`src/rtl/core/cvc_pkg.sv`:
```
`timescale 1ns / 1ps
// cvc_pkg: shared widths, state encodings and status structs for the coffee
// vending controller core. No dependencies.
package cvc_pkg;

    localparam int BALANCE_BITS = 10;
    localparam int OUT_W        = 10;
    localparam int PRICE_W      = 10;
    localparam int TICK_W       = 8;
    localparam int COIN_W       = 8;
    localparam int CFG_DATA_W   = 10;
    localparam int CFG_IDX_W    = 2;
    // wide enough for balance plus a coin and for compares against price
    localparam int WIDE_W = ((BALANCE_BITS > PRICE_W) ? BALANCE_BITS : PRICE_W) + 1;

    localparam logic [BALANCE_BITS-1:0] BAL_MAX   = '1;
    localparam logic [PRICE_W-1:0]      PRICE_RST = PRICE_W'(50);
    localparam logic [TICK_W-1:0]       CUP_RST   = TICK_W'(1);
    localparam logic [TICK_W-1:0]       BREW_RST  = TICK_W'(12);
    localparam logic [TICK_W-1:0]       MILK_RST  = TICK_W'(12);

    typedef enum logic [3:0] {
        PH_WAIT   = 4'b0001,
        PH_CUP    = 4'b0010,
        PH_COFFEE = 4'b0100,
        PH_MILK   = 4'b1000
    } phase_t;

    typedef enum logic [1:0] {
        WM_MONEY = 2'b01,
        WM_SERVE = 2'b10
    } wallet_mode_t;

    typedef enum logic [CFG_IDX_W-1:0] {
        CFG_PRICE  = 2'd0,
        CFG_CUP    = 2'd1,
        CFG_COFFEE = 2'd2,
        CFG_MILK   = 2'd3
    } cfg_reg_t;

    localparam logic [1:0] DPH_WAIT   = 2'd0;
    localparam logic [1:0] DPH_CUP    = 2'd1;
    localparam logic [1:0] DPH_COFFEE = 2'd2;
    localparam logic [1:0] DPH_MILK   = 2'd3;

    typedef struct packed {
        logic milk;
        logic coffee;
        logic cup;
        logic lamp;
    } drive_t;

    // sequencer view after this tick, handed to the wallet and the result
    typedef struct packed {
        phase_t phase;
        drive_t drive;
        logic   busy_set;
        logic   served_set;
    } seq_status_t;

    typedef struct packed {
        logic             serve;
        logic             pulse;
        logic [OUT_W-1:0] amount;
        logic [OUT_W-1:0] balance;
    } wallet_status_t;

    function automatic logic [1:0] phase_code(input phase_t ph);
        logic [1:0] code;
        case (ph)
            PH_WAIT:   code = DPH_WAIT;
            PH_CUP:    code = DPH_CUP;
            PH_COFFEE: code = DPH_COFFEE;
            PH_MILK:   code = DPH_MILK;
            default:   code = DPH_WAIT;
        endcase
        return code;
    endfunction

endpackage

```
`src/rtl/core/cvc_seq.sv`:
```
`timescale 1ns / 1ps
// cvc_seq: dispense sequencer (waiting, cup, coffee, milk) with its countdown.
// Depends on cvc_pkg.
module cvc_seq (
    input  logic                       aclk,
    input  logic                       aresetn,
    input  logic                       step,
    input  logic                       brew,
    input  logic                       paid,
    input  logic [cvc_pkg::TICK_W-1:0] cup_ticks,
    input  logic [cvc_pkg::TICK_W-1:0] coffee_ticks,
    input  logic [cvc_pkg::TICK_W-1:0] milk_ticks,
    output cvc_pkg::seq_status_t       seq_next
);
    import cvc_pkg::*;

    phase_t             phase_reg, phase_next;
    logic [TICK_W-1:0]  cnt_reg, cnt_next;
    drive_t             drive_reg, drive_next;
    logic               busy_set, served_set;

    always_comb begin
        phase_next = phase_reg;
        cnt_next   = cnt_reg;
        drive_next = drive_reg;
        busy_set   = 1'b0;
        served_set = 1'b0;
        if (phase_reg == PH_WAIT) begin
            if (brew && paid) begin
                busy_set   = 1'b1;
                drive_next = '{milk: 1'b0, coffee: 1'b0, cup: 1'b1, lamp: 1'b0};
                cnt_next   = cup_ticks;
                phase_next = PH_CUP;
            end
        end else if (cnt_reg > TICK_W'(1)) begin
            cnt_next = cnt_reg - TICK_W'(1);
        end else begin
            // a loaded count of zero ends the phase like a count of one
            case (phase_reg)
                PH_CUP: begin
                    drive_next = '{milk: 1'b0, coffee: 1'b1, cup: 1'b0, lamp: 1'b0};
                    cnt_next   = coffee_ticks;
                    phase_next = PH_COFFEE;
                end
                PH_COFFEE: begin
                    drive_next = '{milk: 1'b1, coffee: 1'b0, cup: 1'b0, lamp: 1'b0};
                    cnt_next   = milk_ticks;
                    phase_next = PH_MILK;
                end
                default: begin
                    drive_next = '{milk: 1'b0, coffee: 1'b0, cup: 1'b0, lamp: 1'b1};
                    cnt_next   = '0;
                    served_set = 1'b1;
                    phase_next = PH_WAIT;
                end
            endcase
        end
    end

    always_ff @(posedge aclk) begin
        if (!aresetn) begin
            phase_reg <= PH_WAIT;
            cnt_reg   <= '0;
            drive_reg <= '{milk: 1'b0, coffee: 1'b0, cup: 1'b0, lamp: 1'b1};
        end else if (step) begin
            phase_reg <= phase_next;
            cnt_reg   <= cnt_next;
            drive_reg <= drive_next;
        end
    end

    assign seq_next = '{phase: phase_next, drive: drive_next,
                        busy_set: busy_set, served_set: served_set};

endmodule

```
`src/rtl/core/cvc_wallet.sv`:
```
`timescale 1ns / 1ps
// cvc_wallet: saturating coin balance, paid/served/busy flags, change and refund.
// Depends on cvc_pkg; runs after cvc_seq within the same tick.
module cvc_wallet (
    input  logic                        aclk,
    input  logic                        aresetn,
    input  logic                        step,
    input  logic                        coin,
    input  logic [cvc_pkg::COIN_W-1:0]  coin_value,
    input  logic                        refund,
    input  logic [cvc_pkg::PRICE_W-1:0] price,
    input  cvc_pkg::seq_status_t        seq,
    output logic                        paid,
    output cvc_pkg::wallet_status_t     wallet_next
);
    import cvc_pkg::*;

    wallet_mode_t            mode_reg, mode_next;
    logic [BALANCE_BITS-1:0] bal_reg, bal_next, bal_sat, bal_work;
    logic                    paid_reg, paid_next;
    logic                    served_reg, served_next;
    logic                    busy_reg, busy_next;
    logic [WIDE_W-1:0]       sum, price_w, diff;
    logic                    busy_now, served_now, enough;
    logic                    pulse;
    logic [BALANCE_BITS-1:0] amount;

    assign price_w    = WIDE_W'(price);
    assign sum        = WIDE_W'(bal_reg) + WIDE_W'(coin_value);
    assign bal_sat    = (sum > WIDE_W'(BAL_MAX)) ? BAL_MAX : sum[BALANCE_BITS-1:0];
    assign enough     = WIDE_W'(bal_sat) >= price_w;
    assign bal_work   = coin ? bal_sat : bal_reg;
    assign diff       = WIDE_W'(bal_reg) - price_w;
    // flags as the sequencer left them this tick
    assign busy_now   = busy_reg | seq.busy_set;
    assign served_now = served_reg | seq.served_set;

    always_comb begin
        mode_next   = mode_reg;
        bal_next    = bal_reg;
        paid_next   = paid_reg;
        served_next = served_now;
        busy_next   = busy_now;
        pulse       = 1'b0;
        amount      = '0;
        case (mode_reg)
            WM_MONEY: begin
                if (coin) begin
                    bal_next = bal_sat;
                    if (enough) begin
                        paid_next = 1'b1;
                        mode_next = WM_SERVE;
                    end
                end
            end
            default: begin
                if (served_now) begin
                    pulse       = 1'b1;
                    // price may have been raised since payment
                    amount      = (WIDE_W'(bal_reg) >= price_w) ?
                                  diff[BALANCE_BITS-1:0] : '0;
                    bal_next    = '0;
                    paid_next   = 1'b0;
                    served_next = 1'b0;
                    busy_next   = 1'b0;
                    mode_next   = WM_MONEY;
                end else begin
                    bal_next = bal_work;
                    if (!(coin && enough) && refund && !busy_now) begin
                        pulse       = 1'b1;
                        amount      = bal_work;
                        bal_next    = '0;
                        paid_next   = 1'b0;
                        served_next = 1'b0;
                        mode_next   = WM_MONEY;
                    end
                end
            end
        endcase
    end

    always_ff @(posedge aclk) begin
        if (!aresetn) begin
            mode_reg   <= WM_MONEY;
            bal_reg    <= '0;
            paid_reg   <= 1'b0;
            served_reg <= 1'b0;
            busy_reg   <= 1'b0;
        end else if (step) begin
            mode_reg   <= mode_next;
            bal_reg    <= bal_next;
            paid_reg   <= paid_next;
            served_reg <= served_next;
            busy_reg   <= busy_next;
        end
    end

    assign paid = paid_reg;

    logic [WIDE_W-1:0] amount_w, bal_w;
    assign amount_w = WIDE_W'(amount);
    assign bal_w    = WIDE_W'(bal_next);

    assign wallet_next = '{serve: (mode_next == WM_SERVE), pulse: pulse,
                           amount: amount_w[OUT_W-1:0], balance: bal_w[OUT_W-1:0]};

endmodule

```
`src/rtl/core/coffee_vending_controller_core.sv`:
```
`timescale 1ns / 1ps
// coffee_vending_controller_core: top level, config registers and result register.
// Depends on cvc_pkg, cvc_seq and cvc_wallet.
//
// Each input beat on s_* is one 250 ms tick carrying the brew button, a coin
// event with its value and the refund button. Each accepted beat yields
// exactly one result beat on m_* with the lamp and valve drives, a change
// pulse and amount, the balance after the tick and both phase codes.
// The dispense sequencer steps first, then the wallet, on the same beat.
// The result appears in the output register the cycle after the input beat
// is accepted. Throughput is one beat per cycle while the receiver takes each
// result, set by the single output register; all tick logic sits in front of it.
// When the receiver stalls, the result holds in the output register and
// s_ready stays low until it is taken; s_ready rises again in the cycle the
// waiting result is taken, so streaming continues without a bubble.
// The configuration port (cfg_wr_en, cfg_index, cfg_wr_data) writes price or
// one of the three valve tick counts, chosen by cfg_index; write it only while idle.
// Reset (aresetn low, synchronous) restores default config, empties the
// output register and returns sequencer and wallet to waiting, balance zero.
module coffee_vending_controller_core (
    input  logic                           aclk,
    input  logic                           aresetn,
    input  logic                           cfg_wr_en,
    input  logic [cvc_pkg::CFG_IDX_W-1:0]  cfg_index,
    input  logic [cvc_pkg::CFG_DATA_W-1:0] cfg_wr_data,
    input  logic                           s_valid,
    output logic                           s_ready,
    input  logic                           s_brew_button,
    input  logic                           s_coin_inserted,
    input  logic [cvc_pkg::COIN_W-1:0]     s_coin_value,
    input  logic                           s_refund_button,
    output logic                           m_valid,
    input  logic                           m_ready,
    output logic                           m_ready_lamp,
    output logic                           m_cup_valve,
    output logic                           m_coffee_valve,
    output logic                           m_milk_valve,
    output logic                           m_change_pulse,
    output logic [cvc_pkg::OUT_W-1:0]      m_change_amount,
    output logic [cvc_pkg::OUT_W-1:0]      m_balance_now,
    output logic [1:0]                     m_dispense_phase,
    output logic                           m_wallet_phase
);
    import cvc_pkg::*;

    logic [PRICE_W-1:0] price_reg;
    logic [TICK_W-1:0]  cup_ticks_reg, coffee_ticks_reg, milk_ticks_reg;
    logic               m_valid_reg, m_valid_next;
    logic               step, paid;
    seq_status_t        seq_next;
    wallet_status_t     wallet_next;

    drive_t             drive_reg;
    logic               pulse_reg;
    logic [OUT_W-1:0]   amount_reg, balance_reg;
    logic [1:0]         dphase_reg;
    logic               wphase_reg;

    always_ff @(posedge aclk) begin
        if (!aresetn) begin
            price_reg        <= PRICE_RST;
            cup_ticks_reg    <= CUP_RST;
            coffee_ticks_reg <= BREW_RST;
            milk_ticks_reg   <= MILK_RST;
        end else if (cfg_wr_en) begin
            case (cfg_index)
                CFG_PRICE:  price_reg        <= cfg_wr_data[PRICE_W-1:0];
                CFG_CUP:    cup_ticks_reg    <= cfg_wr_data[TICK_W-1:0];
                CFG_COFFEE: coffee_ticks_reg <= cfg_wr_data[TICK_W-1:0];
                CFG_MILK:   milk_ticks_reg   <= cfg_wr_data[TICK_W-1:0];
                default: ;
            endcase
        end
    end

    assign s_ready = !m_valid_reg || m_ready;
    assign step    = s_valid && s_ready;

    cvc_seq u_seq (
        .aclk         (aclk),
        .aresetn      (aresetn),
        .step         (step),
        .brew         (s_brew_button),
        .paid         (paid),
        .cup_ticks    (cup_ticks_reg),
        .coffee_ticks (coffee_ticks_reg),
        .milk_ticks   (milk_ticks_reg),
        .seq_next     (seq_next)
    );

    cvc_wallet u_wallet (
        .aclk        (aclk),
        .aresetn     (aresetn),
        .step        (step),
        .coin        (s_coin_inserted),
        .coin_value  (s_coin_value),
        .refund      (s_refund_button),
        .price       (price_reg),
        .seq         (seq_next),
        .paid        (paid),
        .wallet_next (wallet_next)
    );

    always_comb begin
        if (step) begin
            m_valid_next = 1'b1;
        end else if (m_ready) begin
            m_valid_next = 1'b0;
        end else begin
            m_valid_next = m_valid_reg;
        end
    end

    always_ff @(posedge aclk) begin
        if (!aresetn) begin
            m_valid_reg <= 1'b0;
        end else begin
            m_valid_reg <= m_valid_next;
        end
    end

    // result payload, loaded only on an accepted beat
    always_ff @(posedge aclk) begin
        if (step) begin
            drive_reg   <= seq_next.drive;
            dphase_reg  <= phase_code(seq_next.phase);
            pulse_reg   <= wallet_next.pulse;
            amount_reg  <= wallet_next.amount;
            balance_reg <= wallet_next.balance;
            wphase_reg  <= wallet_next.serve;
        end
    end

    assign m_valid          = m_valid_reg;
    assign m_ready_lamp     = drive_reg.lamp;
    assign m_cup_valve      = drive_reg.cup;
    assign m_coffee_valve   = drive_reg.coffee;
    assign m_milk_valve     = drive_reg.milk;
    assign m_change_pulse   = pulse_reg;
    assign m_change_amount  = amount_reg;
    assign m_balance_now    = balance_reg;
    assign m_dispense_phase = dphase_reg;
    assign m_wallet_phase   = wphase_reg;

endmodule

```
`config.mk`:
```
export PLATFORM = sky130hd
export DESIGN_NAME = coffee_vending_controller_core
export DESIGN_NICKNAME = d
export VERILOG_FILES = /design/src/rtl/core/cvc_pkg.sv /design/src/rtl/core/cvc_seq.sv /design/src/rtl/core/cvc_wallet.sv /design/src/rtl/core/coffee_vending_controller_core.sv
export SDC_FILE = /design/constraint.sdc
export NUM_CORES = 1
export LEC_CHECK = 0
export BUFFER_PORTS_ARGS = -buffer_cell sky130_fd_sc_hd__buf_2
export CAP_MARGIN = 20
export CELL_PAD_IN_SITES_DETAIL_PLACEMENT = 1
export CELL_PAD_IN_SITES_GLOBAL_PLACEMENT = 1
export CORE_MARGIN = 2
export CORE_UTILIZATION = 30
export DETAILED_ROUTE_END_ITERATION = 10
export PLACE_DENSITY_LB_ADDON = 0.1
export SLEW_MARGIN = 20
export SYNTH_ARGS = -nofsm -noshare
export SYNTH_HDL_FRONTEND = slang
export SYNTH_SLANG_ARGS = --single-unit
```
`constraint.sdc`:
```
create_clock -name aclk -period 5.45 [get_ports aclk]
set_clock_uncertainty 0.1 [all_clocks]
set_input_delay 0.545 -clock aclk [delete_from_list [all_inputs] [get_ports aclk]]
set_output_delay 0.545 -clock aclk [all_outputs]
set_load 0.02 [all_outputs]
```
==> reports/metrics.cfg, run 1 <==
[outcome]
status=completed

[timing]
setup_viol=0
tightestPinTransition_ns=0.834
hold_viol=0
min_period_ns=4.64
min_period_over_period=0.852
maxSlewHeadroom=0.444
max_freq_mhz=215
drv_slew=0
rsz0062_at_grt=false
final.setup.tns_ns=0

[yosys]
synthMuxAreaShare=0.0125
ys_seq_area_frac=0.415
synthesis.area_mm2=0.00520
yosys_warnings=0
synth_fa_ha_area_frac=0.0798
async_flop_share=0
synth_flop_cell=dfxtp_1
synth_edf_count=28
syn_avg_cell_area_um2=8.72
synth_nets=657
synth_top_family_by_area=compound AO/OA/AOI/OAI gates
yosys.area_share.xor_xnor=0.0303
synthCells=597
synth_compound_area_frac=0.225
ys_types=62
yosys.area_share.simple=0.194
synth_seq_cells=94

[grt]
gr-total-overflow=0
grt_pass1_vias=4558
grt_max_degree=36
grt_usage=0.178
antenna_found_initial=0
grt_pass1_wl_mm=25.2

[power_and_ir_drop]
switchingPower_uw=608
power_leakage_uw=0.00240
pwr-share-clk=0.358
power_switching_share=0.318
ir_drop_mv=0.170
sequentialPowerShare=0.415
p_per_area_mw_per_mm2=318
combPwrFrac=0.227
intPower_uw=1310

[routing]
wl_per_cell_um=18.0
wirelength_mm=15.7
drcViolationCount=0
dr.pass1.iters=4
vias_per_cell=5.23
vias=4564
drtIter0Drc=233
ant_nets=0

[critical_path]
cp_num_buf_inv=0
reg2reg_slack_ns=0.81
rr_endpoint=m_change_amount[9]
worstRegToRegCells=15
crit_type=register to register
crit_slowest_cell=fa_1
crit_chain=ha_1, fa_1, a21oi_1, o21bai_1, o22ai_1, or2_1, o31ai_1, ha_1, a211o_1, a21oi_1, o2111a_1, o21ai_2, nor3_1, nand2_1, o22ai_2
cp-start-kind=register
max_stage_delay_ns=0.42
r2r-start=u_wallet.bal_reg[0]
crit_end=m_change_amount[9]
cp.depth=15
cp-end-kind=register
cp-startpoint=u_wallet.bal_reg[0]
required_ns=5.54
path_delay_family=compound AO/OA/AOI/OAI gates
critPathArrivalTime_ns=4.73
path_max_fanout=10

[clock_network]
cts.sinks=94
cts_setup_buffers=0
insertion_delay_ns=0.35
cts_buffer_depth=2
path_clk_slew_ns=0.07
cts-root-buf=clkbuf_16
cts_resized=0
h-tree-depth=3
tritoncts=yes
cts_hold_repair.buffers=0
cts_buffers=9

[layout]
nNetsFinal=703
layout_common_cells=nand2_1 (97), a21oi_1 (66), dfxtp_1 (66)
finalNonFillerCells=873
syn2layout_area_growth_pct=15.6
stdcell_area_mm2=0.00602
mostFrequentLayoutCell=nand2_1
final_util=0.351
antennaDiodeCount=0
drive_gt1_frac=0.162

[placed_design]
dp_cells=857
place_hpwl_mm=11.7
gp_congestion=0.760
place_area_mm2=0.00570
port_buffers=57

[die]
rows=48
initial_core_util=0.304
dieWidth_um=136
die_h_um=136
ios=58
core_area_mm2=0.0171
die_area_mm2=0.0184

[worst_hold_path]
hold_class=input port to register

[run]
cap_viol_max_count=0

-- final cells by class --
type	count	area, um2
repair buffers	66	353
well taps	225	282
multi-input cells	449	2820
inverters	23	86.3
clock buffers	10	250
flip-flops and latches	94	2160
clock inverters	6	66.3
fillers	2048	11100
-- power by group through the flow --
stage          registers (uW)  clock network, uW  logic, uW
3_5_place_dp              811                  0        432
2_1_floorplan             826                  0        284
4_1_cts                   795                698        436
5_1_grt                   800                730        482
3_3_place_gp              810                  0        425
6_report                  795                685        434
-- synthesized netlist by cell type, drive strengths merged, types with 2 or more instances --
cell type	n	area share
a211oi	12	0.017
a21boi	2	0.0029
a21o	11	0.016
a21oi	67	0.065
a221oi	6	0.010
a311oi	2	0.0034
a31o	4	0.0067
a31oi	2	0.0024
and2	2	0.0024
and3	4	0.0048
buf	9	0.011
clkbuf	22	0.016
dfxtp	66	0.25
edfxtp	28	0.16
fa	2	0.0077
ha	30	0.072
inv	23	0.017
mux2	4	0.0087
mux2i	2	0.0038
nand2	97	0.070
nand2b	7	0.0084
nand3	24	0.024
nand3b	2	0.0029
nand4	4	0.0048
nor2	42	0.031
nor2b	4	0.0048
nor3	10	0.012
nor3b	2	0.0029
nor4b	5	0.012
o211ai	9	0.013
o21a	3	0.0043
o21ai	31	0.031
o21bai	5	0.0072
o22ai	10	0.020
o31ai	7	0.010
o41ai	3	0.0050
or2	3	0.0036
or3	5	0.0060
xnor2	12	0.020
xor2	6	0.010
-- tightest hold or removal path: stages --
cell,delay [ns]
buf_2,0.10
nand2_1,0.05
a21oi_1,0.05
-- metrics by stage --
stage          hold slack (ns)  total power, uW  worst slack (ns)
5_1_grt                  0.339             2010             0.329
4_1_cts                  0.323             1930             0.797
2_1_floorplan            0.333             1110              1.34
3_3_place_gp             0.344             1230             0.735
3_5_place_dp             0.351             1240             0.501
6_report                 0.334             1910             0.808
-- cell families (layout without fill, tap and decap cells) --
group,Yosys count,count (layout)
adders and majority gates,32,32
and+or+nand+nor,213,213
DFF,94,94
AOI/OAI and AO/OA,180,180
muxes,6,6
xor gates and xnor gates,18,18
buffers and inverters,54,105
-- worst min path at each step --
stage,from,endpoint,slack [ns],depth (start not counted)
finish,cfg_wr_data[9],price_reg[9],0.33,3
global route,s_valid,m_valid,0.34,3
CTS,s_valid,m_valid,0.32,3
detailed placement,milk_ticks_reg[6],milk_ticks_reg[6],0.35,2
floorplan,u_seq.drive_reg[1],u_seq.drive_reg[1],0.33,2
global placement,u_seq.drive_reg[1],u_seq.drive_reg[1],0.34,2
-- routing by layer --
layer / global-route usage / vias up / part of all wire
li1: - / 2248 / -
met1: 0.260 / 2221 / 0.52
met2: 0.270 / 82 / 0.44
met3: 0.0284 / 13 / 0.037
met4: 0.0515 / 0 / 0.011
met5: 0 / - / 0
Note: power is estimated with default switching activity, not from simulation.
==> inputs of run 2 (changes only) <==
CELL_PAD_IN_SITES_DETAIL_PLACEMENT = 0   (was 1)
CTS_CLUSTER_DIAMETER = 40   (was not set)
SYNTH_HIERARCHICAL = 1   (was not set)
==> run 2 against run 1 <==
  * Register-to-register slack improved by 0.26 ns
  * Setup slack improved by 0.26 ns
  * Critical path depth decreased by 1
  * Fmax increased by 5.8%
  * Sequential share of layout area decreased by 2.3 points
  * Final area increased by 6.7%
  * First-iteration DRC count increased by 18%
==> reports/metrics.cfg, run 2 <==
[layout]
antennaDiodeCount=0
nNetsFinal=726
drive_gt1_frac=0.156
n_fill_cell=1932
final_util=0.343
mostFrequentLayoutCell=nand2_1
syn2layout_area_growth_pct=12.2
layout_common_cells=nand2_1 (75), dfxtp_1 (66), buf_2 (57)

[placed_design]
gp_congestion=0.796
port_buffers=57
place_hpwl_mm=12.2

[worst_hold_path]
min_to=m_valid
hold_depth=3
min_from=s_valid
hold_class=input port to register

[critical_path]
rr_endpoint=m_change_amount[7]
cp-start-kind=register
path_max_fanout=11
r2r-start=u_wallet/bal_reg[2]
reg2reg_slack_ns=1.06
crit_type=register to register
critPathArrivalTime_ns=4.45
cp-end-kind=register
worstRegToRegCells=14
required_ns=5.51

[clock_network]
cts_resized=0
cts_hold_repair.buffers=0
insertion_delay_ns=0.35
path_clk_slew_ns=0.06
cts_setup_buffers=0
h-tree-depth=3
cts_buffer_depth=2
cts.sinks=94
tritoncts=yes
cts-root-buf=clkbuf_16
cts_buffers=9

[yosys]
async_flop_share=0
yosys-top-cells-count=nand2_1 (75), dfxtp_1 (66), nor2_1 (43)
yosys_warnings=6
synth_seq_cells=94
ys_seq_area_frac=0.378
syn_avg_cell_area_um2=9.14
synth.most_common_cell=nand2_1
synth_flop_cell=dfxtp_1
synth_area_leaders=dfxtp_1 (23%), edfxtp_1 (15%), ha_1 (6.6%), mux2i_1 (5.8%), nand2_1 (4.9%)
synth_edf_count=28
ys_types=82
yosys.area.top_type_share=0.231
synthesis.area_mm2=0.00572
synth_nets=686
yosysTopAreaCell=dfxtp_1
synthCells=626

[grt]
grt_max_degree=48
grt_pass1_vias=4612
gr-total-overflow=0
antenna_found_initial=0
grt_pass1_wl_mm=25.9
grt_usage=0.166

[run]
cap_viol_max_count=0

[routing]
vias_per_cell=5.28
wirelength_mm=16.2
ant_nets=0
vias=4777
drtIter0Drc=274
drcViolationCount=0
dr.pass1.iters=6
wl_per_cell_um=17.9

[die]
die_h_um=142
core_area_mm2=0.0187
rows=50
dieWidth_um=142
ios=58
initial_core_util=0.306
die_area_mm2=0.0202

[timing]
max_freq_mhz=228
min_period_over_period=0.805
setup_viol=0
maxSlewHeadroom=0.348
min_period_ns=4.39
hold_viol=0
tightestPinTransition_ns=0.974
final.setup.tns_ns=0
drv_slew=0
rsz0062_at_grt=false

[power_and_ir_drop]
power_leakage_uw=0.00265
ir_drop_mv=0.153
p_per_area_mw_per_mm2=303
power.total_uw=1950

[outcome]
status=completed

## run 2: cell count changes in the layout (fill, tap and decap cells not counted), moves of 6 or more
cell and delta:
inv_1 +11, nand3b_1 +6, mux2i_1 +31, nand3_1 -10
nor2b_1 +8, o21ai_0 -7, o22ai_2 -7, o21a_1 +9
a31oi_1 +11, a21oi_1 -41, nand2_1 -22
## run 2: cells by family after synthesis
family | count (synthesis) | share of synthesized area
simple gates | 220 | 0.202
compound gates | 165 | 0.211
flops | 94 | 0.378
buf+inv | 67 | 0.0547
mux | 34 | 0.0597
fa+ha+maj | 32 | 0.0726
xor+xnor | 14 | 0.0214
## run 2: worst max-delay path by stage
stage / startpoint / endpoint / slack (ns) / cells after the start
after detailed placement: s_coin_value[0] / u_wallet/bal_reg[3] / 0.83 / 17
final: u_wallet/bal_reg[2] / m_change_amount[7] / 1.06 / 14
after global placement: s_coin_value[0] / m_change_amount[7] / 0.92 / 17
after global routing: u_wallet/bal_reg[0] / m_change_amount[7] / 0.85 / 16
after floorplan: s_coin_value[0] / m_change_pulse / 1.27 / 17
after CTS: u_wallet/bal_reg[2] / u_wallet/bal_reg[3] / 1.13 / 14
## run 2: per-stage QoR
| stage | hold WS [ns] | area, um2 | setup WS [ns] | cells |
|---|---|---|---|---|
| after floorplan | 0.334 | 5720 | 1.27 | 626 |
| after global placement | 0.344 | 6150 | 0.923 | 889 |
| after detailed placement | 0.348 | 6150 | 0.827 | 889 |
| after CTS | 0.319 | 6410 | 1.13 | 905 |
| after global routing | 0.347 | 6420 | 0.850 | 905 |
| final | 0.332 | 6420 | 1.06 | 905 |
## run 2: critical path, stage by stage, from the launching register on
cell and delay (ns):
dfxtp_1 0.44, ha_1 0.32, nor2b_1 0.17, o31a_1 0.30
o221a_2 0.30, o211a_1 0.36, nor2_1 0.36, inv_1 0.09
ha_1 0.19, a211o_1 0.29, a21oi_2 0.12, nor2_1 0.09
o2bb2ai_4 0.16, or4_4 0.58, a221oi_2 0.32
## run 2: area by class of cell
cell class	count	area (um2)	share of cell area
sequential	94	2160	0.337
clock buffer	11	233	0.0362
timing repair buffer	61	315	0.0491
inverter	35	131	0.0205
tap	234	293	0.0456
multi-input combinational	465	3250	0.507
clock inverter	5	32.5	0.00507
## run 2: power breakdown
group          switching, uW  total [uW]  internal [uW]
Clock                    288         599            311
Sequential              36.7         811            775
Combinational            332         536            204
Total                    657        1950           1290
## run 2: per-layer routing
| metal | wire length [um] | global-route usage | vias up |
|---|---|---|---|
| li1 | - | - | 2377 |
| met1 | 8400 | 0.244 | 2292 |
| met2 | 6980 | 0.248 | 95 |
| met3 | 639 | 0.0326 | 13 |
| met4 | 162 | 0.0395 | 0 |
| met5 | 0 | 0 | - |
